$ cat config.mk
export PLATFORM = sky130hd
export DESIGN_NAME = csdm_cordic
export DESIGN_NICKNAME = d
export VERILOG_FILES = /design/src/rtl/csdm_pkg.sv /design/src/rtl/csdm_cordic.sv
export SDC_FILE = /design/constraint.sdc
export NUM_CORES = 2
export LEC_CHECK = 0
export BUFFER_PORTS_ARGS = -buffer_cell sky130_fd_sc_hd__buf_2
export CAP_MARGIN = 20
export CORE_MARGIN = 3
export CORE_UTILIZATION = 55
export CTS_CLUSTER_DIAMETER = 30
export DETAILED_ROUTE_END_ITERATION = 10
export GPL_ROUTABILITY_DRIVEN = 0
export PLACE_DENSITY = 0.79
export REMOVE_ABC_BUFFERS = 1
export SYNTH_ARGS = -nofsm -noshare
export SYNTH_HDL_FRONTEND = slang
export SYNTH_SLANG_ARGS = --single-unit
$ cat constraint.sdc
create_clock -name clock -period 9 [get_ports clock]
set_input_delay 1.35 -clock clock [delete_from_list [all_inputs] [get_ports clock]]
set_output_delay 1.35 -clock clock [all_outputs]
set_load 0.005 [all_outputs]
$ cat src/rtl/csdm_pkg.sv
`timescale 1ns / 1ps
package csdm_pkg;

   // default configuration
   localparam int COORD_BITS_DEF     = 16;
   localparam int ROTATION_STEPS_DEF = 16;

   // angle quotient format and derived widths
   localparam int ANGLE_FRAC = 16;
   localparam int QUOT_BITS  = ANGLE_FRAC + 1;
   localparam int T_W        = ANGLE_FRAC + 4;

   // CORDIC datapath widths (Q2.30 with headroom)
   localparam int CW = 34;
   localparam int ZW = 33;

   localparam logic [29:0] QUARTER_PI_Q30  = 30'd843314857;
   localparam logic [29:0] CORDIC_GAIN_Q30 = 30'd652032874;

   localparam logic signed [15:0] OUT_MAX = 16'sh7fff;
   localparam logic signed [15:0] OUT_MIN = 16'sh8000;

   typedef enum logic [1:0] {
      SEC_RIGHT  = 2'd0,
      SEC_TOP    = 2'd1,
      SEC_LEFT   = 2'd2,
      SEC_BOTTOM = 2'd3
   } sector_type;

   typedef enum logic [1:0] {
      QUAD_E = 2'd0,
      QUAD_N = 2'd1,
      QUAD_W = 2'd2,
      QUAD_S = 2'd3
   } quad_type;

   typedef struct packed {
      sector_type sector;
      logic       neg;
      logic       origin;
   } div_side_type;

   typedef struct packed {
      logic [15:0] square_u;
      logic [15:0] square_v;
   } req_type;

   typedef struct packed {
      logic signed [15:0] disk_x;
      logic signed [15:0] disk_y;
   } rsp_type;

   // arctangent of 2^-idx, Q2.30, truncated (idx 0 rounded)
   function automatic logic [29:0] atan_q30(input int unsigned idx);
      logic [29:0] val;
      case (idx)
         0: val = 30'd843314857;
         1: val = 30'd497837829;
         2: val = 30'd263043836;
         3: val = 30'd133525158;
         4: val = 30'd67021686;
         5: val = 30'd33543515;
         6: val = 30'd16775850;
         7: val = 30'd8388437;
         8: val = 30'd4194282;
         9: val = 30'd2097149;
         10: val = 30'd1048575;
         11: val = 30'd524287;
         12: val = 30'd262143;
         13: val = 30'd131071;
         14: val = 30'd65535;
         15: val = 30'd32767;
         16: val = 30'd16383;
         17: val = 30'd8191;
         18: val = 30'd4095;
         19: val = 30'd2047;
         20: val = 30'd1023;
         21: val = 30'd511;
         22: val = 30'd255;
         23: val = 30'd127;
         24: val = 30'd63;
         25: val = 30'd31;
         26: val = 30'd15;
         27: val = 30'd7;
         28: val = 30'd3;
         29: val = 30'd1;
         default: val = 30'd0;
      endcase
      return val;
   endfunction

endpackage

$ cat src/rtl/csdm_cordic.sv
`timescale 1ns / 1ps
// Rotation-mode CORDIC, one micro-rotation per pipeline stage.
module csdm_cordic #(
   parameter int ROTATION_STEPS = csdm_pkg::ROTATION_STEPS_DEF,
   parameter int SIDE_W         = 18
) (
   input  logic                              clock,
   input  logic                              en,
   input  logic signed [csdm_pkg::ZW-1:0]    angle,
   input  logic [SIDE_W-1:0]                 side_in,
   output logic signed [csdm_pkg::CW-1:0]    cos_out,
   output logic signed [csdm_pkg::CW-1:0]    sin_out,
   output logic [SIDE_W-1:0]                 side_out
);

   localparam int CW = csdm_pkg::CW;
   localparam int ZW = csdm_pkg::ZW;
   localparam int NS = ROTATION_STEPS;

   logic signed [CW-1:0] cx_ff   [NS];
   logic signed [CW-1:0] cy_ff   [NS];
   logic signed [ZW-1:0] cz_ff   [NS-1];
   logic [SIDE_W-1:0]    side_ff [NS];

   for (genvar i = 0; i < NS; i++) begin : g_rot
      logic signed [CW-1:0] cx_cur, cy_cur, cx_in, cy_in;
      logic signed [ZW-1:0] cz_cur, cz_in, step;
      logic [SIDE_W-1:0]    side_cur;

      if (i == 0) begin : g_first
         assign cx_cur   = signed'(CW'(csdm_pkg::CORDIC_GAIN_Q30));
         assign cy_cur   = '0;
         assign cz_cur   = angle;
         assign side_cur = side_in;
      end else begin : g_next
         assign cx_cur   = cx_ff[i-1];
         assign cy_cur   = cy_ff[i-1];
         assign cz_cur   = cz_ff[i-1];
         assign side_cur = side_ff[i-1];
      end

      // rotate toward zero residual angle
      assign step = signed'(ZW'(csdm_pkg::atan_q30(i)));
      always_comb begin
         if (!cz_cur[ZW-1]) begin
            cx_in = cx_cur - (cy_cur >>> i);
            cy_in = cy_cur + (cx_cur >>> i);
            cz_in = cz_cur - step;
         end else begin
            cx_in = cx_cur + (cy_cur >>> i);
            cy_in = cy_cur - (cx_cur >>> i);
            cz_in = cz_cur + step;
         end
      end

      always_ff @(posedge clock) begin
         if (en) begin
            cx_ff[i]   <= cx_in;
            cy_ff[i]   <= cy_in;
            side_ff[i] <= side_cur;
         end
      end

      if (i < NS - 1) begin : g_z
         always_ff @(posedge clock) begin
            if (en) begin
               cz_ff[i] <= cz_in;
            end
         end
      end
   end

   assign cos_out  = cx_ff[NS-1];
   assign sin_out  = cy_ff[NS-1];
   assign side_out = side_ff[NS-1];

endmodule

# After elaboration in Yosys (flattened, before gate mapping)
# Memories as Yosys holds them, arrays and structs flattened.
# Index checks and enable logic that the tools add are counted.
# totals
register_bits	0
latch_bits	0
ramBits	1871
rom_bits	0
in_bits	53
output_inout_bits	86
wordCells	142
n_memories	4
# classes
add_sub_neg	90
mul	0
div	0
magnitude_cmp	0
eq_ne	0
shifts	0
n_mux	48
bitwise	0
reduce_logical	0
# memory_table
memory	words	word_bits	read_ports	rd_clocked_by_memory_dff	write_ports	line	source
cx_ff	16	34	16	0	16	csdm_cordic.sv:20	logic signed [CW-1:0] cx_ff [NS];
cy_ff	16	34	16	0	16	csdm_cordic.sv:21	logic signed [CW-1:0] cy_ff [NS];
cz_ff	15	33	15	0	15	csdm_cordic.sv:22	logic signed [ZW-1:0] cz_ff [NS-1];
side_ff	16	18	16	0	16	csdm_cordic.sv:23	logic [SIDE_W-1:0] side_ff [NS];
# ops
cell	n
34-bit two-way mux	31
33-bit two-way mux	15
34-bit by 19-bit adder with 34-bit output	2
34-bit by 20-bit adder with 34-bit output	2
34-bit by 21-bit adder with 34-bit output	2
34-bit by 22-bit adder with 34-bit output	2
34-bit by 23-bit adder with 34-bit output	2
34-bit by 24-bit adder with 34-bit output	2
34-bit by 25-bit adder with 34-bit output	2
34-bit by 26-bit adder with 34-bit output	2
34-bit by 27-bit adder with 34-bit output	2
34-bit by 28-bit adder with 34-bit output	2
34-bit by 29-bit adder with 34-bit output	2
34-bit by 30-bit adder with 34-bit output	2
34-bit by 31-bit adder with 34-bit output	2
34-bit by 32-bit adder with 34-bit output	2
34-bit by 33-bit adder with 34-bit output	2
34-bit by 19-bit subtractor with 34-bit output	2
34-bit by 20-bit subtractor with 34-bit output	2
34-bit by 21-bit subtractor with 34-bit output	2
34-bit by 22-bit subtractor with 34-bit output	2
34-bit by 23-bit subtractor with 34-bit output	2
34-bit by 24-bit subtractor with 34-bit output	2
34-bit by 25-bit subtractor with 34-bit output	2
39 further kinds	48

# Longest topological paths before layout
# An unclocked memory read counts as a cell.
# logic_depth
depth_word	3
depth_mapped	22

# Worst setup path before layout
# OpenSTA, ideal clock, no wires.
# synth_path
kind	input to register
start	in angle[32] in the netlist's numbering
end	mem cz_ff[0][29], data pin
setup_time_ns	0.258
arrival_time_ns	4.289
setup_slack_ns	4.454
path_stages	13
path_buffers	0
cell_sequence	inv_1 ha_1 a211oi_2 nor2_1 o31a_1 o41a_1 a211o_1 a211oi_2 nor4_1 a2111oi_4 o21bai_1 a21oi_1 xnor2_1
# synth_lines
item	line	source
from (decl)	csdm_cordic.sv:9	input logic signed [csdm_pkg::ZW-1:0] angle,
to (decl)	csdm_cordic.sv:22	

==> out/results.ini <==
[clock_network]
cts_num_sinks=1746
cts_tree=done
clkTransAtPathRegs_ps=50
numCtsBuffers=377
h-tree-depth=5
postCtsResizedCells=0
worstSkewPairLatency_ps=960
postCtsHoldBufs=0
cts_buffer_depth=4
root_buffer=clkbuf_16
post-cts-setup-buffer-count=0

[placement]
io_buffers=138
dp_hpwl_um=229000
place_worst_setup_slack_ps=3580
placed_cells=16331

[drt]
ant_nets=0
via_per_inst=5.97
num_vias=101547
wire_per_inst_um=18.0
drt_iter0_markers=7305
dr.pass1.iters=8
wl_um=306000
drcViolationCount=0

[layout]
post-route-util=0.624
fin_nets=15058
area_growth_pct=12.4
final_cell_count_no_fill=17006
drive_above_1_share=0.0705

[logic_synthesis]
synth.area.top_cells=edfxtp_1 (39%), ha_1 (13%), xnor2_1 (8.0%)
yosysSeqAreaShare=0.394
synth_area_per_cell_um2=10.1
synth_largest_area_cell=edfxtp_1
synth_edf_count=1746
yosys.area.top_type_share=0.394
synth_ff_type=edfxtp_1
synthCells=13217
ys_seq_elements=1746
async_flop_share=0
synth_cell_types=100
netlist_area_um2=133000
yosys_warnings=0

[setup_path]
worst-path-max-fanout=5
worst_setup_path_end_kind=register
start_kind=register
criticalPathCategory=register to register
cp.arrival_ps=6080
required_ps=9700

[grt]
overflow=0
grt_pass1_wl_um=496000
grt_pass1_vias=98170
track_usage=0.240
grt_max_degree=182
antenna_found_initial=2

[die]
initial_core_util=0.556
dieArea_um2=248000
dieWidth_um=498
die_height_um=498
rows=179
io_pins=139
core_um2=239000

[timing]
setup_ws_ps=3620
timing.fmax_mhz=186
tightestPinTransition_ps=1070
finalCriticalPeriod_ps=5380
timing.final.crit_share=0.598
fin_skew_ps=94.7
fin_setup_tns_ps=0
hold_viol=0
drv_slew=0
slew_headroom=0.290
rsz0062_at_grt=false
setup_viol=0

[run]
maxCapViolations=0

[hold_path]
hold_path_class=register to register

[outcome]
status=complete, no violations

[critical path, cell delays in order (launching register included)]
cell and delay (ps):
edfxtp_1 440, nor2_1 180, nor4b_1 420, nand2b_1 170, nor3b_1 620, nor2b_1 380, a21oi_1 130, xnor2_1 160
ha_1 350, and4_1 260, and3_1 180, a2111oi_0 880, nor2_1 220, a221o_1 390, o21a_1 180, nor2_1 110
xnor2_1 80
[final cells by class]
cell class | count | area [um^2]
flip-flops and latches | 1746 | 52400
repair buffers | 198 | 1240
well taps | 3167 | 3960
clock buffers | 416 | 9620
clock inverters | 257 | 2800
fillers | 18814 | 89800
inverters | 581 | 2180
multi-input cells | 10639 | 77100
diodes | 2 | 5.00
[metrics by stage]
stage / hold WS (ps) / instance area, um^2
floorplan: 400 / 132000
global placement: 400 / 137000
detailed placement: 405 / 137000
CTS: 326 / 149000
global route: 325 / 149000
finish: 317 / 149000
[registers in the layout, summed over array words and instances (netlist names)]
register,cells
cz_ff,463
cy_ff,511
cx_ff,484
side_ff,288
[placed cells by master (no fill, tap or decap), types with 66 or more instances in the layout]
master,count
xor2_1,611
a31oi_1,129
a211oi_1,100
ha_1,1418
edfxtp_1,1746
and3_1,139
nand4_1,98
o21ai_1,84
nor2b_1,183
nor3_1,301
inv_1,577
o21bai_1,202
a21o_1,729
and2_1,88
clkbuf_16,379
a21oi_1,1433
nand3_1,197
buf_2,137
mux2i_1,73
nand2_1,550
nor4_1,88
o211ai_1,66
nand2b_1,206
o21ai_0,484
or3_1,70
o21a_1,188
nor2_1,1156
xnor2_1,1217
[worst paths after layout]
path	from	endpoint	slack, ps	depth (start not counted)
max reg2reg	cx_ff[1][151]	cy_ff[1][201]	3620	16
min reg2reg	side_ff[1][50]	side_ff[1][68]	320	0
max	cx_ff[1][151]	cy_ff[1][201]	3620	16
min	side_ff[1][50]	side_ff[1][68]	320	0
[routing by layer]
| metal | global-route usage | wire, um | vias to the layer above | part of all wire |
|---|---|---|---|---|
| met3 | 0.0336 | 15500 | 948 | 0.051 |
| met5 | 0 | 0 | - | 0 |
| met2 | 0.413 | 147000 | 3153 | 0.48 |
| li1 | - | - | 50016 | - |
| met1 | 0.290 | 126000 | 47430 | 0.41 |
| met4 | 0.128 | 17300 | 0 | 0.057 |
[logic make-up (layout without fill, tap and decap cells)]
family | count (synthesis) | count (layout) | share of synthesized area
DFF | 1746 | 1746 | 0.394
buffers and inverters | 832 | 1452 | 0.0254
xor gates and xnor gates | 1829 | 1829 | 0.121
other | 0 | 2 | 0
AOI/OAI and AO/OA | 3922 | 3922 | 0.188
and+or+nand+nor | 3287 | 3287 | 0.120
muxes | 139 | 139 | 0.0111
adders and majority gates | 1462 | 1462 | 0.140
[synthesized netlist by cell type, types with 24 or more instances]
| master | n |
|---|---|
| mux2i_1 | 73 |
| nand2b_1 | 206 |
| a31o_2 | 24 |
| a221oi_1 | 25 |
| nor2_1 | 1156 |
| a21o_1 | 729 |
| inv_1 | 577 |
| xnor2_1 | 1217 |
| xor2_1 | 611 |
| a311oi_1 | 24 |
| nand2_1 | 550 |
| a31oi_1 | 129 |
| nor3b_1 | 40 |
| clkbuf_1 | 153 |
| edfxtp_1 | 1746 |
| and4_1 | 26 |
| buf_1 | 29 |
| nand3_1 | 197 |
| or3_1 | 70 |
| and2_1 | 88 |
| fa_1 | 44 |
| a211oi_1 | 100 |
| o21bai_1 | 202 |
| o41ai_1 | 41 |
| or2_2 | 53 |
| nand4_1 | 98 |
| a21oi_1 | 1433 |
| o31ai_1 | 59 |
| a211o_1 | 28 |
| nor2b_1 | 183 |
| o211ai_1 | 66 |
| nor3_1 | 301 |
| or4_1 | 25 |
| o21ai_1 | 84 |
| o21a_1 | 188 |
| o21ai_0 | 484 |
| o31a_1 | 33 |
| ha_1 | 1418 |
| nor4_1 | 88 |
| a2111oi_0 | 27 |
| a21boi_0 | 26 |
| and3_1 | 139 |
| mux2_2 | 65 |
| buf_4 | 68 |
Power is left out: the tool's default activity adds up to more than one toggle a clock period on the data nets, which glitch-free logic cannot reach.
