[src/rtl/csdm_pkg.sv]
`timescale 1ns / 1ps
package csdm_pkg;

   // default configuration
   localparam int COORD_BITS_DEF     = 16;
   localparam int ROTATION_STEPS_DEF = 16;

   // angle quotient format and derived widths
   localparam int ANGLE_FRAC = 16;
   localparam int QUOT_BITS  = ANGLE_FRAC + 1;
   localparam int T_W        = ANGLE_FRAC + 4;

   // CORDIC datapath widths (Q2.30 with headroom)
   localparam int CW = 34;
   localparam int ZW = 33;

   localparam logic [29:0] QUARTER_PI_Q30  = 30'd843314857;
   localparam logic [29:0] CORDIC_GAIN_Q30 = 30'd652032874;

   localparam logic signed [15:0] OUT_MAX = 16'sh7fff;
   localparam logic signed [15:0] OUT_MIN = 16'sh8000;

   typedef enum logic [1:0] {
      SEC_RIGHT  = 2'd0,
      SEC_TOP    = 2'd1,
      SEC_LEFT   = 2'd2,
      SEC_BOTTOM = 2'd3
   } sector_type;

   typedef enum logic [1:0] {
      QUAD_E = 2'd0,
      QUAD_N = 2'd1,
      QUAD_W = 2'd2,
      QUAD_S = 2'd3
   } quad_type;

   typedef struct packed {
      sector_type sector;
      logic       neg;
      logic       origin;
   } div_side_type;

   typedef struct packed {
      logic [15:0] square_u;
      logic [15:0] square_v;
   } req_type;

   typedef struct packed {
      logic signed [15:0] disk_x;
      logic signed [15:0] disk_y;
   } rsp_type;

   // arctangent of 2^-idx, Q2.30, truncated (idx 0 rounded)
   function automatic logic [29:0] atan_q30(input int unsigned idx);
      logic [29:0] val;
      case (idx)
         0: val = 30'd843314857;
         1: val = 30'd497837829;
         2: val = 30'd263043836;
         3: val = 30'd133525158;
         4: val = 30'd67021686;
         5: val = 30'd33543515;
         6: val = 30'd16775850;
         7: val = 30'd8388437;
         8: val = 30'd4194282;
         9: val = 30'd2097149;
         10: val = 30'd1048575;
         11: val = 30'd524287;
         12: val = 30'd262143;
         13: val = 30'd131071;
         14: val = 30'd65535;
         15: val = 30'd32767;
         16: val = 30'd16383;
         17: val = 30'd8191;
         18: val = 30'd4095;
         19: val = 30'd2047;
         20: val = 30'd1023;
         21: val = 30'd511;
         22: val = 30'd255;
         23: val = 30'd127;
         24: val = 30'd63;
         25: val = 30'd31;
         26: val = 30'd15;
         27: val = 30'd7;
         28: val = 30'd3;
         29: val = 30'd1;
         default: val = 30'd0;
      endcase
      return val;
   endfunction

endpackage

[src/rtl/csdm_div.sv]
`timescale 1ns / 1ps
// Pipelined restoring divider: one quotient bit per stage, num <= den.
module csdm_div #(
   parameter int COORD_BITS = csdm_pkg::COORD_BITS_DEF,
   parameter int SIDE_W     = 4
) (
   input  logic                  clock,
   input  logic                  en,
   input  logic [COORD_BITS-1:0] num_mag,
   input  logic [COORD_BITS-1:0] den_mag,
   input  logic [SIDE_W-1:0]     side_in,
   output logic [csdm_pkg::QUOT_BITS-1:0] quot,
   output logic [COORD_BITS-1:0] den_out,
   output logic [SIDE_W-1:0]     side_out
);

   localparam int CB = COORD_BITS;
   localparam int NQ = csdm_pkg::QUOT_BITS;

   logic [CB:0]       rem_ff  [NQ-1];
   logic [NQ-1:0]     quot_ff [NQ];
   logic [CB-1:0]     den_ff  [NQ];
   logic [SIDE_W-1:0] side_ff [NQ];

   for (genvar j = 0; j < NQ; j++) begin : g_stage
      logic [CB:0]       rem_cur;
      logic [NQ-1:0]     quot_cur;
      logic [CB-1:0]     den_cur;
      logic [SIDE_W-1:0] side_cur;
      logic              ge;
      logic [CB:0]       rem_in;
      logic [NQ-1:0]     quot_in;

      if (j == 0) begin : g_first
         assign rem_cur  = {1'b0, num_mag};
         assign quot_cur = '0;
         assign den_cur  = den_mag;
         assign side_cur = side_in;
      end else begin : g_next
         assign rem_cur  = {rem_ff[j-1][CB-1:0], 1'b0};
         assign quot_cur = quot_ff[j-1];
         assign den_cur  = den_ff[j-1];
         assign side_cur = side_ff[j-1];
      end

      // compare and subtract, shift the decision into the quotient
      assign ge      = rem_cur >= {1'b0, den_cur};
      assign rem_in  = ge ? rem_cur - {1'b0, den_cur} : rem_cur;
      assign quot_in = {quot_cur[NQ-2:0], ge};

      always_ff @(posedge clock) begin
         if (en) begin
            quot_ff[j] <= quot_in;
            den_ff[j]  <= den_cur;
            side_ff[j] <= side_cur;
         end
      end

      if (j < NQ - 1) begin : g_rem
         always_ff @(posedge clock) begin
            if (en) begin
               rem_ff[j] <= rem_in;
            end
         end
      end
   end

   assign quot     = quot_ff[NQ-1];
   assign den_out  = den_ff[NQ-1];
   assign side_out = side_ff[NQ-1];

endmodule

[config.mk]
export PLATFORM = sky130hd
export DESIGN_NAME = csdm_div
export DESIGN_NICKNAME = d
export VERILOG_FILES = /design/src/rtl/csdm_pkg.sv /design/src/rtl/csdm_div.sv
export SDC_FILE = /design/constraint.sdc
export NUM_CORES = 1
export LEC_CHECK = 0
export BUFFER_PORTS_ARGS = -buffer_cell sky130_fd_sc_hd__buf_4
export CORE_ASPECT_RATIO = 1.1
export CORE_MARGIN = 2
export CORE_UTILIZATION = 32
export DETAILED_ROUTE_END_ITERATION = 8
export MAX_ROUTING_LAYER = met4
export SLEW_MARGIN = 20
export SYNTH_ARGS = -nofsm -noshare
export SYNTH_HDL_FRONTEND = slang
export SYNTH_SLANG_ARGS = --single-unit
[constraint.sdc]
create_clock -name clock -period 3.2 [get_ports clock]
set_input_delay 0.96 -clock clock [delete_from_list [all_inputs] [get_ports clock]]
set_output_delay 0.96 -clock clock [all_outputs]
set_load 0.02 [all_outputs]
* Word-level counts from Yosys, hierarchy flattened *
Memory sizes are Yosys's and may differ from the RTL's.
Index checks and enable logic that the tools add are counted.

word-level totals
  register bits after elaboration = 0
  bits in writable memories = 901
  bits of input ports = 38
  output and inout port bits = 37
  word-level logic and storage cells = 55
  memories kept = 4

operators by class
  $add $sub $neg = 16
  $lt $le $gt $ge = 17
  muxes and demuxes = 18

memory list
  name     words  width  read ports  clocked after Yosys merged registers in  write ports  RTL line        text
  quot_ff  17     17     17          0                                        17           csdm_div.sv:21  logic [NQ-1:0] quot_ff [NQ];
  den_ff   17     16     17          0                                        17           csdm_div.sv:22  logic [CB-1:0] den_ff [NQ];
  rem_ff   16     17     16          0                                        16           csdm_div.sv:20  logic [CB:0] rem_ff [NQ-1];
  side_ff  17     4      17          0                                        17           csdm_div.sv:23  logic [SIDE_W-1:0] side_ff [NQ];

operators by type and width
  cell            number
  $ge 17x16->1    16
  $mux 17         16
  $sub 17x16->17  15
  $sub 16x16->17  1
  $ge 16x16->1    1
  $mux 1          2

* Longest topological paths before layout *
Gate-level depths: netlist of the first run.
An unclocked memory read counts as a cell.

  depth in word-level cells = 3
  depth in mapped cells = 13
  mapped depth without buffers = 11

* Least setup slack after synthesis of the first run *
No wires, ideal clock.

  kind = input-to-reg
  start = in num_mag[0]
  end = mem rem_ff[0][12] (netlist name) (data pin)
  library setup time = 0.260 ns
  arrival = 2.892 ns
  required time = 2.940 ns
  path slack = 0.048 ns
  stages on the path = 11
  path buffers = 0
  cell sequence = inv_1 -> ha_1 -> fa_1 -> nor2b_1 -> o21ai_0 -> a21boi_0 -> o2111ai_1 -> a21oi_1 -> o41ai_1 -> xnor2_1 -> mux2_2

RTL lines
  element             RTL line        text
  start: declaration  csdm_div.sv:9   input logic [COORD_BITS-1:0] num_mag,
  end: declaration    csdm_div.sv:20

==> impl_metrics.prom, run 1 <==
# TYPE chip_impl_metric gauge
chip_impl_info{name="top_cells_by_area_in_the_synthesized_netlist",value="edfxtp_1 59%, ha_1 8.9%, inv_1 3.4%"} 1
chip_impl_metric{name="syn_nets",unit=""} 3358
chip_impl_metric{name="htreeDepth",unit=""} 3
chip_impl_metric{name="hpwlAfterDp",unit="mm"} 52.3
chip_impl_metric{name="finalPower",unit="µW"} 42000
chip_impl_metric{name="finalHoldViolCount",unit=""} 0
chip_impl_info{name="top_cell_by_count_worst_path",value="a21oi_1"} 1
chip_impl_info{name="cp_endpoint_kind",value="flop"} 1
chip_impl_info{name="yosys_most_used_dff",value="edfxtp_1"} 1
chip_impl_metric{name="fraction_of_layout_instances_using_a_drive_strength_above_1",unit=""} 0.138
chip_impl_metric{name="power.sequential.fraction",unit=""} 0.363
chip_impl_metric{name="routed-via-count",unit=""} 23300
chip_impl_metric{name="syn_inst",unit=""} 3033
chip_impl_metric{name="placement.setup.worst_slack",unit="ns"} -0.343
chip_impl_metric{name="synth_top_area_share",unit=""} 0.591
chip_impl_metric{name="die_h",unit="µm"} 366
chip_impl_info{name="cts_tree",value="built"} 1
chip_impl_metric{name="critical_path.max_stage_delay",unit="ns"} 0.40
chip_impl_metric{name="combinationalPowerShare",unit=""} 0.404
chip_impl_metric{name="final_slew_viol_count",unit=""} 0
chip_impl_metric{name="fp.dieArea",unit="mm²"} 0.122
chip_impl_info{name="status",value="finished, final reports clean"} 1
chip_impl_metric{name="cp_data_required_time",unit="ns"} 3.62
chip_impl_metric{name="routed_wire_length_per_instance",unit="µm"} 14.4
chip_impl_info{name="hp-class",value="flop to flop"} 1
chip_impl_metric{name="drt.antenna.violating_nets",unit=""} 0
chip_impl_metric{name="maxCapViolations",unit=""} 0
chip_impl_metric{name="timing.slew.headroom",unit=""} 0.505
chip_impl_metric{name="antenna-diode-count",unit=""} 0
chip_impl_info{name="yosys.cell_count.top_type",value="edfxtp_1"} 1
chip_impl_metric{name="skew",unit="ns"} 0.0329
chip_impl_metric{name="synth_enable_flop_cells",unit=""} 749
chip_impl_metric{name="mappedNetlistArea",unit="mm²"} 0.0381
chip_impl_metric{name="tritoncts.num_buffers",unit=""} 84
chip_impl_metric{name="grt_pass1_wl",unit="mm"} 116
chip_impl_metric{name="achievable-frequency",unit="GHz"} 0.326
chip_impl_metric{name="cp_num_buf_inv",unit=""} 1
chip_impl_info{name="cpLargestDelayFamily",value="compound AO/OA/AOI/OAI gates"} 1
chip_impl_metric{name="count_of_clock_tree_sinks",unit=""} 749
chip_impl_metric{name="clockBufferDepth",unit=""} 3
chip_impl_metric{name="core.rowCount",unit=""} 132
chip_impl_info{name="critical_path.slowest_cell",value="edfxtp_1"} 1
chip_impl_metric{name="power.density_cell_area",unit="mW/mm²"} 946
chip_impl_metric{name="placeableCoreArea",unit="mm²"} 0.118
chip_impl_info{name="grt_setup_unrepaired",value="false"} 1
chip_impl_metric{name="net-switching-power",unit="µW"} 14000
chip_impl_metric{name="syn2layout_area_growth",unit="%"} 16.5
chip_impl_metric{name="first_pass_iters",unit=""} 5
chip_impl_info{name="clock_tree_root",value="clkbuf_16"} 1
chip_impl_metric{name="boundaryPins",unit=""} 75
chip_impl_metric{name="drcViolationCount",unit=""} 0
chip_impl_metric{name="starting_density_of_the_core",unit=""} 0.323
chip_impl_metric{name="postSynthRegisterBits",unit=""} 749
chip_impl_metric{name="postLayoutCellArea",unit="mm²"} 0.0443
chip_impl_metric{name="ir_drop",unit="µV"} 405
chip_impl_metric{name="cts.clk_slew.worst_paths",unit="ns"} 0.06
chip_impl_metric{name="power_leakage",unit="µW"} 0.0177
chip_impl_metric{name="timing.critical_path.arrival",unit="ns"} 3.49
chip_impl_metric{name="ys_async_sr_fraction",unit=""} 0
chip_impl_metric{name="swShare",unit=""} 0.334
chip_impl_metric{name="finalCriticalPeriod",unit="ns"} 3.07
chip_impl_metric{name="nNetsFinal",unit=""} 3599
chip_impl_metric{name="first_global_vias",unit=""} 24300
chip_impl_info{name="crit_start_category",value="flop"} 1
chip_impl_metric{name="path_max_fanout",unit=""} 17
chip_impl_metric{name="grt_remaining_overflow",unit=""} 0
chip_impl_metric{name="dp.cells",unit=""} 4729
chip_impl_metric{name="seq_area_frac_synth",unit=""} 0.591
chip_impl_info{name="post_synth_most_frequent_cells",value="749 x edfxtp_1, 344 x inv_1, 271 x ha_1, 196 x nand2_1, 185 x nor2_1"} 1
chip_impl_metric{name="globalplace.congestion",unit=""} 0.928
chip_impl_metric{name="maximum_number_of_pins_on_one_net_before_global_route_repair",unit=""} 106
chip_impl_metric{name="antenna_found_initial",unit=""} 1
chip_impl_metric{name="clock_power_share",unit=""} 0.233
chip_impl_metric{name="tightestPinTransition",unit="ns"} 0.740
chip_impl_metric{name="power.internal",unit="µW"} 27900
chip_impl_metric{name="yosys_warnings",unit=""} 0
chip_impl_metric{name="clk-insertion-delay-late",unit="ns"} 0.68
chip_impl_metric{name="post-route-worst-setup-slack",unit="ns"} 0.131
chip_impl_metric{name="postSynthAreaPerCell",unit="µm²"} 12.5
chip_impl_metric{name="grt_usage",unit=""} 0.120
chip_impl_info{name="worstPathCellList",value="ha_1 -> and4_1 -> o21ai_0 -> a21oi_1 -> o211a_1 -> a21o_1 -> a21oi_1 -> o21ai_1 -> buf_12 -> mux2_2"} 1
chip_impl_metric{name="chipWidth",unit="µm"} 333
chip_impl_metric{name="cts.repair_timing.setup_buffer_count",unit=""} 0
chip_impl_metric{name="placement.io_buffers",unit=""} 74
chip_impl_metric{name="number_of_distinct_standard_cells_referenced_by_the_synthesized_netlist",unit=""} 75
chip_impl_info{name="timing.setup.critical_path_class",value="flop to flop"} 1
chip_impl_info{name="synthDominantAreaCellType",value="edfxtp_1"} 1
chip_impl_metric{name="wl",unit="mm"} 70.3
chip_impl_metric{name="layout.cells.non_filler",unit=""} 4881
chip_impl_metric{name="dpl-instance-area",unit="mm²"} 0.0415
chip_impl_metric{name="post_dr_vias_cell",unit=""} 4.78
chip_impl_metric{name="fin_hold_ws",unit="ns"} 0.405
chip_impl_metric{name="count_of_routing_violations_after_the_opening_detailed_route_iteration",unit=""} 1042
chip_impl_metric{name="final.period_utilization",unit=""} 0.959
chip_impl_metric{name="setup_violations",unit=""} 0
## flip-flops by register name, summed over array words and instances, names as in the netlist
signal / count
den_ff: 272
quot_ff: 153
rem_ff: 256
side_ff: 68
## placed cells by master, fill, tap and decap left out, types with 10 or more instances in the layout
master	n
mux2i_1	10
clkinv_1	14
ha_1	271
and4_1	11
o21a_1	35
o31a_1	11
o21ai_0	169
o41ai_1	13
clkinv_2	17
nand3_1	36
o311ai_0	13
a21oi_1	142
edfxtp_1	749
fa_1	16
clkbuf_16	84
bufinv_16	11
mux2_2	95
a211oi_1	17
and3_1	15
nor2_1	185
a21o_1	61
mux2_4	14
xnor2_1	104
inv_1	344
and2_1	12
nand4_1	30
clkbuf_1	13
nor3_1	57
or3_1	21
buf_12	17
buf_4	174
xor2_1	64
o31ai_1	26
a31oi_1	28
nor2b_1	42
nand2_1	196
nand2b_1	45
## cells by family after synthesis
group | after synthesis | synth area share
AOI/OAI and AO/OA | 641 | 0.111
buffers and inverters | 381 | 0.0383
xor gates and xnor gates | 168 | 0.0387
adders and majority gates | 287 | 0.0975
DFF | 749 | 0.591
and+or+nand+nor | 688 | 0.0868
muxes | 119 | 0.0363
## worst reg2reg max path, cell delays in order (launching register included)
cell	delay, ns
edfxtp_1	0.40
ha_1	0.39
and4_1	0.32
o21ai_0	0.11
a21oi_1	0.32
o211a_1	0.27
a21o_1	0.14
a21oi_1	0.08
o21ai_1	0.23
buf_12	0.20
mux2_2	0.36
## timing repair
action                                  CTS  global route
endpoints found under the setup margin    0            85
hold buffers                              0             0
gates resized for setup                   0             8
## final timing paths
kind	startpoint	to	slack, ns	cells past startpoint
worst max-delay path	rem_ff[1][89]	rem_ff[1][112]	0.13	10
worst min-delay path	side_ff[0][4]	side_ff[0][8]	0.40	0
worst max register to register	rem_ff[1][89]	rem_ff[1][112]	0.13	10
worst min register to register	side_ff[0][4]	side_ff[0][8]	0.40	0
## metal layers
metal	global-route usage	vias up	wire, µm
met5	-	-	0
met4	0.0687	0	3740
met3	0.0218	222	2330
met2	0.233	364	38400
met1	0.110	11100	25800
li1	-	11700	-
## power groups by stage
stage / logic [µW] / clock network [µW] / registers (µW)
after floorplan: 12600 / 0 / 15000
after global placement: 16600 / 0 / 15400
after detailed placement: 16900 / 0 / 15400
after CTS: 17000 / 10100 / 15300
after global routing: 19100 / 10500 / 15500
final: 17000 / 9770 / 15200
## through the flow
stage | TNS (ns) | util
4_1_cts | 0 | 0.376
3_5_place_dp | -1.89 | 0.352
6_report | 0 | 0.376
2_1_floorplan | 0 | -
3_3_place_gp | -1.51 | 0.352
5_1_grt | 0 | 0.376
## area by class of cell
| class | instances | area [µm²] |
|---|---|---|
| fill | 11300 | 73600 |
| sequential | 749 | 22500 |
| multi-input combinational | 1903 | 14200 |
| clock buffer | 97 | 2150 |
| tap | 1541 | 1930 |
| timing repair buffer | 192 | 1660 |
| inverter | 344 | 1290 |
| clock inverter | 55 | 667 |
Power figures use the tool's default switching activity.
==> run 2, diff against run 1 <==
--- a/config.mk
+++ b/config.mk
@@ -8,9 +8,10 @@
 export BUFFER_PORTS_ARGS = -buffer_cell sky130_fd_sc_hd__buf_4
 export CORE_ASPECT_RATIO = 1.1
 export CORE_MARGIN = 2
-export CORE_UTILIZATION = 32
+export CORE_UTILIZATION = 55
 export DETAILED_ROUTE_END_ITERATION = 8
 export MAX_ROUTING_LAYER = met4
+export PLACE_DENSITY = 0.74
 export SLEW_MARGIN = 20
 export SYNTH_ARGS = -nofsm -noshare
 export SYNTH_HDL_FRONTEND = slang
==> run 2 against run 1 <==
Effect of this change: setup slack better by 0.0019 ns; sequential share of layout area up 1.1 points; critical path depth unchanged; via count up 4.2%; combinational power up 2%; global-route usage up 11 points; largest power group unchanged.
==> impl_metrics.prom, run 2 (synthesized netlist as in run 1, its figures left out) <==
# TYPE chip_impl_metric gauge
chip_impl_info{name="status",value="finished, final reports clean"} 1
chip_impl_metric{name="hpwlAfterDp",unit="mm"} 57.9
chip_impl_metric{name="flip_flop_count_of_the_largest_register_all_copies_and_words_added",unit=""} 272
chip_impl_metric{name="routed_wire_length_per_instance",unit="µm"} 18.5
chip_impl_metric{name="globalplace.congestion",unit=""} 0.950
chip_impl_metric{name="timing.critical_path.arrival",unit="ns"} 3.44
chip_impl_metric{name="nNetsFinal",unit=""} 3580
chip_impl_info{name="critical_path.slowest_cell",value="edfxtp_1"} 1
chip_impl_metric{name="dp.cells",unit=""} 4101
chip_impl_metric{name="chipWidth",unit="µm"} 255
chip_impl_metric{name="worst-path-stages",unit=""} 10
chip_impl_metric{name="finalHoldViolCount",unit=""} 0
chip_impl_metric{name="skew",unit="ns"} 0.0253
chip_impl_metric{name="htreeDepth",unit=""} 3
chip_impl_metric{name="syn2layout_area_growth",unit="%"} 14.0
chip_impl_metric{name="drt.antenna.violating_nets",unit=""} 0
chip_impl_metric{name="fraction_of_layout_instances_using_a_drive_strength_above_1",unit=""} 0.134
chip_impl_info{name="critical_path.reg2reg.startpoint",value="rem_ff[0][73]"} 1
chip_impl_metric{name="finalPower",unit="µW"} 42100
chip_impl_metric{name="final.period_utilization",unit=""} 0.958
chip_impl_metric{name="grt_pass1_wl",unit="mm"} 126
chip_impl_metric{name="achievable-frequency",unit="GHz"} 0.326
chip_impl_metric{name="power.density_cell_area",unit="mW/mm²"} 971
chip_impl_metric{name="regToRegSetupSlack",unit="ns"} 0.13
chip_impl_info{name="cp_endpoint_kind",value="flop"} 1
chip_impl_metric{name="path_max_fanout",unit=""} 13
chip_impl_metric{name="final_core_utilization",unit=""} 0.631
chip_impl_metric{name="critical_path.max_stage_delay",unit="ns"} 0.40
chip_impl_metric{name="placement.io_buffers",unit=""} 74
chip_impl_metric{name="grt_remaining_overflow",unit=""} 0
chip_impl_metric{name="tritoncts.num_buffers",unit=""} 78
chip_impl_metric{name="routed-via-count",unit=""} 24300
chip_impl_info{name="cpLargestDelayFamily",value="compound AO/OA/AOI/OAI gates"} 1
chip_impl_metric{name="timing.slew.headroom",unit=""} 0.568
chip_impl_metric{name="fin_hold_ws",unit="ns"} 0.413
chip_impl_metric{name="cp_num_buf_inv",unit=""} 1
chip_impl_info{name="r2r_end",value="rem_ff[0][90]"} 1
chip_impl_metric{name="power_leakage",unit="µW"} 0.0175
chip_impl_info{name="grt_setup_unrepaired",value="false"} 1
chip_impl_metric{name="first_global_vias",unit=""} 24900
chip_impl_info{name="crit_start_category",value="flop"} 1
chip_impl_metric{name="starting_density_of_the_core",unit=""} 0.554
chip_impl_metric{name="setup_violations",unit=""} 0
chip_impl_metric{name="drcViolationCount",unit=""} 0
chip_impl_metric{name="cts.clk_slew.worst_paths",unit="ns"} 0.06
chip_impl_metric{name="layout.cells.non_filler",unit=""} 4244
chip_impl_metric{name="ir_drop",unit="µV"} 484
chip_impl_info{name="top_register",value="den_ff"} 1
chip_impl_metric{name="die_h",unit="µm"} 280
chip_impl_metric{name="wl",unit="mm"} 78.5
chip_impl_info{name="timing.setup.critical_path_class",value="flop to flop"} 1
chip_impl_metric{name="dpl-instance-area",unit="mm²"} 0.0406
chip_impl_info{name="clock_tree_root",value="clkbuf_16"} 1
chip_impl_info{name="worstPathCellList",value="ha_1 -> a21o_1 -> a21oi_2 -> nor2_1 -> o31a_1 -> o31ai_4 -> a31oi_1 -> a2111oi_4 -> buf_12 -> mux2_2"} 1
chip_impl_metric{name="core.rowCount",unit=""} 101
chip_impl_info{name="hp-class",value="flop to flop"} 1
chip_impl_metric{name="placeableCoreArea",unit="mm²"} 0.0687
chip_impl_metric{name="boundaryPins",unit=""} 75
chip_impl_metric{name="antenna_found_initial",unit=""} 0
chip_impl_metric{name="final_slew_viol_count",unit=""} 0
chip_impl_metric{name="fp.dieArea",unit="mm²"} 0.0713
chip_impl_metric{name="post_dr_vias_cell",unit=""} 5.73
chip_impl_info{name="cts_tree",value="built"} 1
chip_impl_info{name="hold_path.startpoint",value="quot_ff[1][1]"} 1
chip_impl_metric{name="count_of_routing_violations_after_the_opening_detailed_route_iteration",unit=""} 1495
chip_impl_metric{name="first_pass_iters",unit=""} 5
chip_impl_info{name="most-common-layout-cells",value="749 x edfxtp_1, 344 x inv_1, 271 x ha_1, 196 x nand2_1, 185 x nor2_1"} 1
chip_impl_metric{name="grt_usage",unit=""} 0.230
chip_impl_metric{name="cp_data_required_time",unit="ns"} 3.57
chip_impl_info{name="holdPathEnd",value="quot_ff[1][19]"} 1
chip_impl_metric{name="maximum_number_of_pins_on_one_net_before_global_route_repair",unit=""} 98
chip_impl_metric{name="clk-insertion-delay-late",unit="ns"} 0.64
chip_impl_metric{name="maxCapViolations",unit=""} 0
chip_impl_info{name="reg.largest.list",value="den_ff (272), rem_ff (256), quot_ff (153)"} 1
chip_impl_info{name="layout_commonest_cell",value="edfxtp_1"} 1
chip_impl_metric{name="postLayoutCellArea",unit="mm²"} 0.0434
chip_impl_metric{name="worst-r2r-cell-count",unit=""} 10
chip_impl_metric{name="count_of_clock_tree_sinks",unit=""} 749
chip_impl_metric{name="finalCriticalPeriod",unit="ns"} 3.07
chip_impl_metric{name="hold_depth",unit=""} 0
chip_impl_metric{name="antenna-diode-count",unit=""} 0
chip_impl_metric{name="tightestPinTransition",unit="ns"} 0.645
chip_impl_metric{name="clockBufferDepth",unit=""} 3
chip_impl_metric{name="fillerInstances",unit=""} 5155
run 2: metal layers:
metal | global-route usage | share of wire
met5 | - | 0
met4 | 0.106 | 0.045
met2 | 0.410 | 0.53
met3 | 0.0404 | 0.048
met1 | 0.249 | 0.38
run 2: timing repair:
| action | CTS | global route |
|---|---|---|
| buffers inserted | 0 | 1 |
| resized for setup | 3 | 22 |
| endpoints found under the setup margin | 3 | 114 |
| pin swaps | 0 | 3 |
| hold buffers | 0 | 0 |
run 2: worst max path at each step:
stage | start | end | slack [ns]
2_1_floorplan | num_mag[0] | rem_ff[0][12] | 0.05
3_3_place_gp | num_mag[0] | rem_ff[0][12] | -0.30
3_5_place_dp | num_mag[0] | rem_ff[0][12] | -0.35
4_1_cts | den_ff[3][3] | rem_ff[0][73] | 0.0009
5_1_grt | den_ff[14][1] | rem_ff[1][126] | 0.02
6_report | rem_ff[0][73] | rem_ff[0][90] | 0.13
run 2: metrics by stage:
| step | worst slack [ns] | setup TNS (ns) |
|---|---|---|
| 6_report | 0.133 | 0 |
| 5_1_grt | 0.0157 | 0 |
| 3_3_place_gp | -0.298 | -1.21 |
| 2_1_floorplan | 0.0479 | 0 |
| 4_1_cts | 0.000924 | 0 |
| 3_5_place_dp | -0.345 | -2.34 |
run 2: report_power, final:
group	switching [µW]	internal, µW	leakage (µW)	total, µW
Sequential	1300	14100	0.00733	15400
Clock	3790	5460	0.00126	9250
Combinational	9410	7990	0.00895	17400
run 2: area by class of cell:
| class | count | area [µm²] | share of cell area |
|---|---|---|---|
| Clock buffer | 96 | 2040 | 0.0471 |
| Clock inverter | 46 | 567 | 0.0131 |
| Inverter | 344 | 1290 | 0.0298 |
| Multi-Input combinational cell | 1903 | 14200 | 0.328 |
| Sequential cell | 749 | 22500 | 0.519 |
| Tap cell | 927 | 1160 | 0.0267 |
| Timing Repair Buffer | 179 | 1580 | 0.0364 |
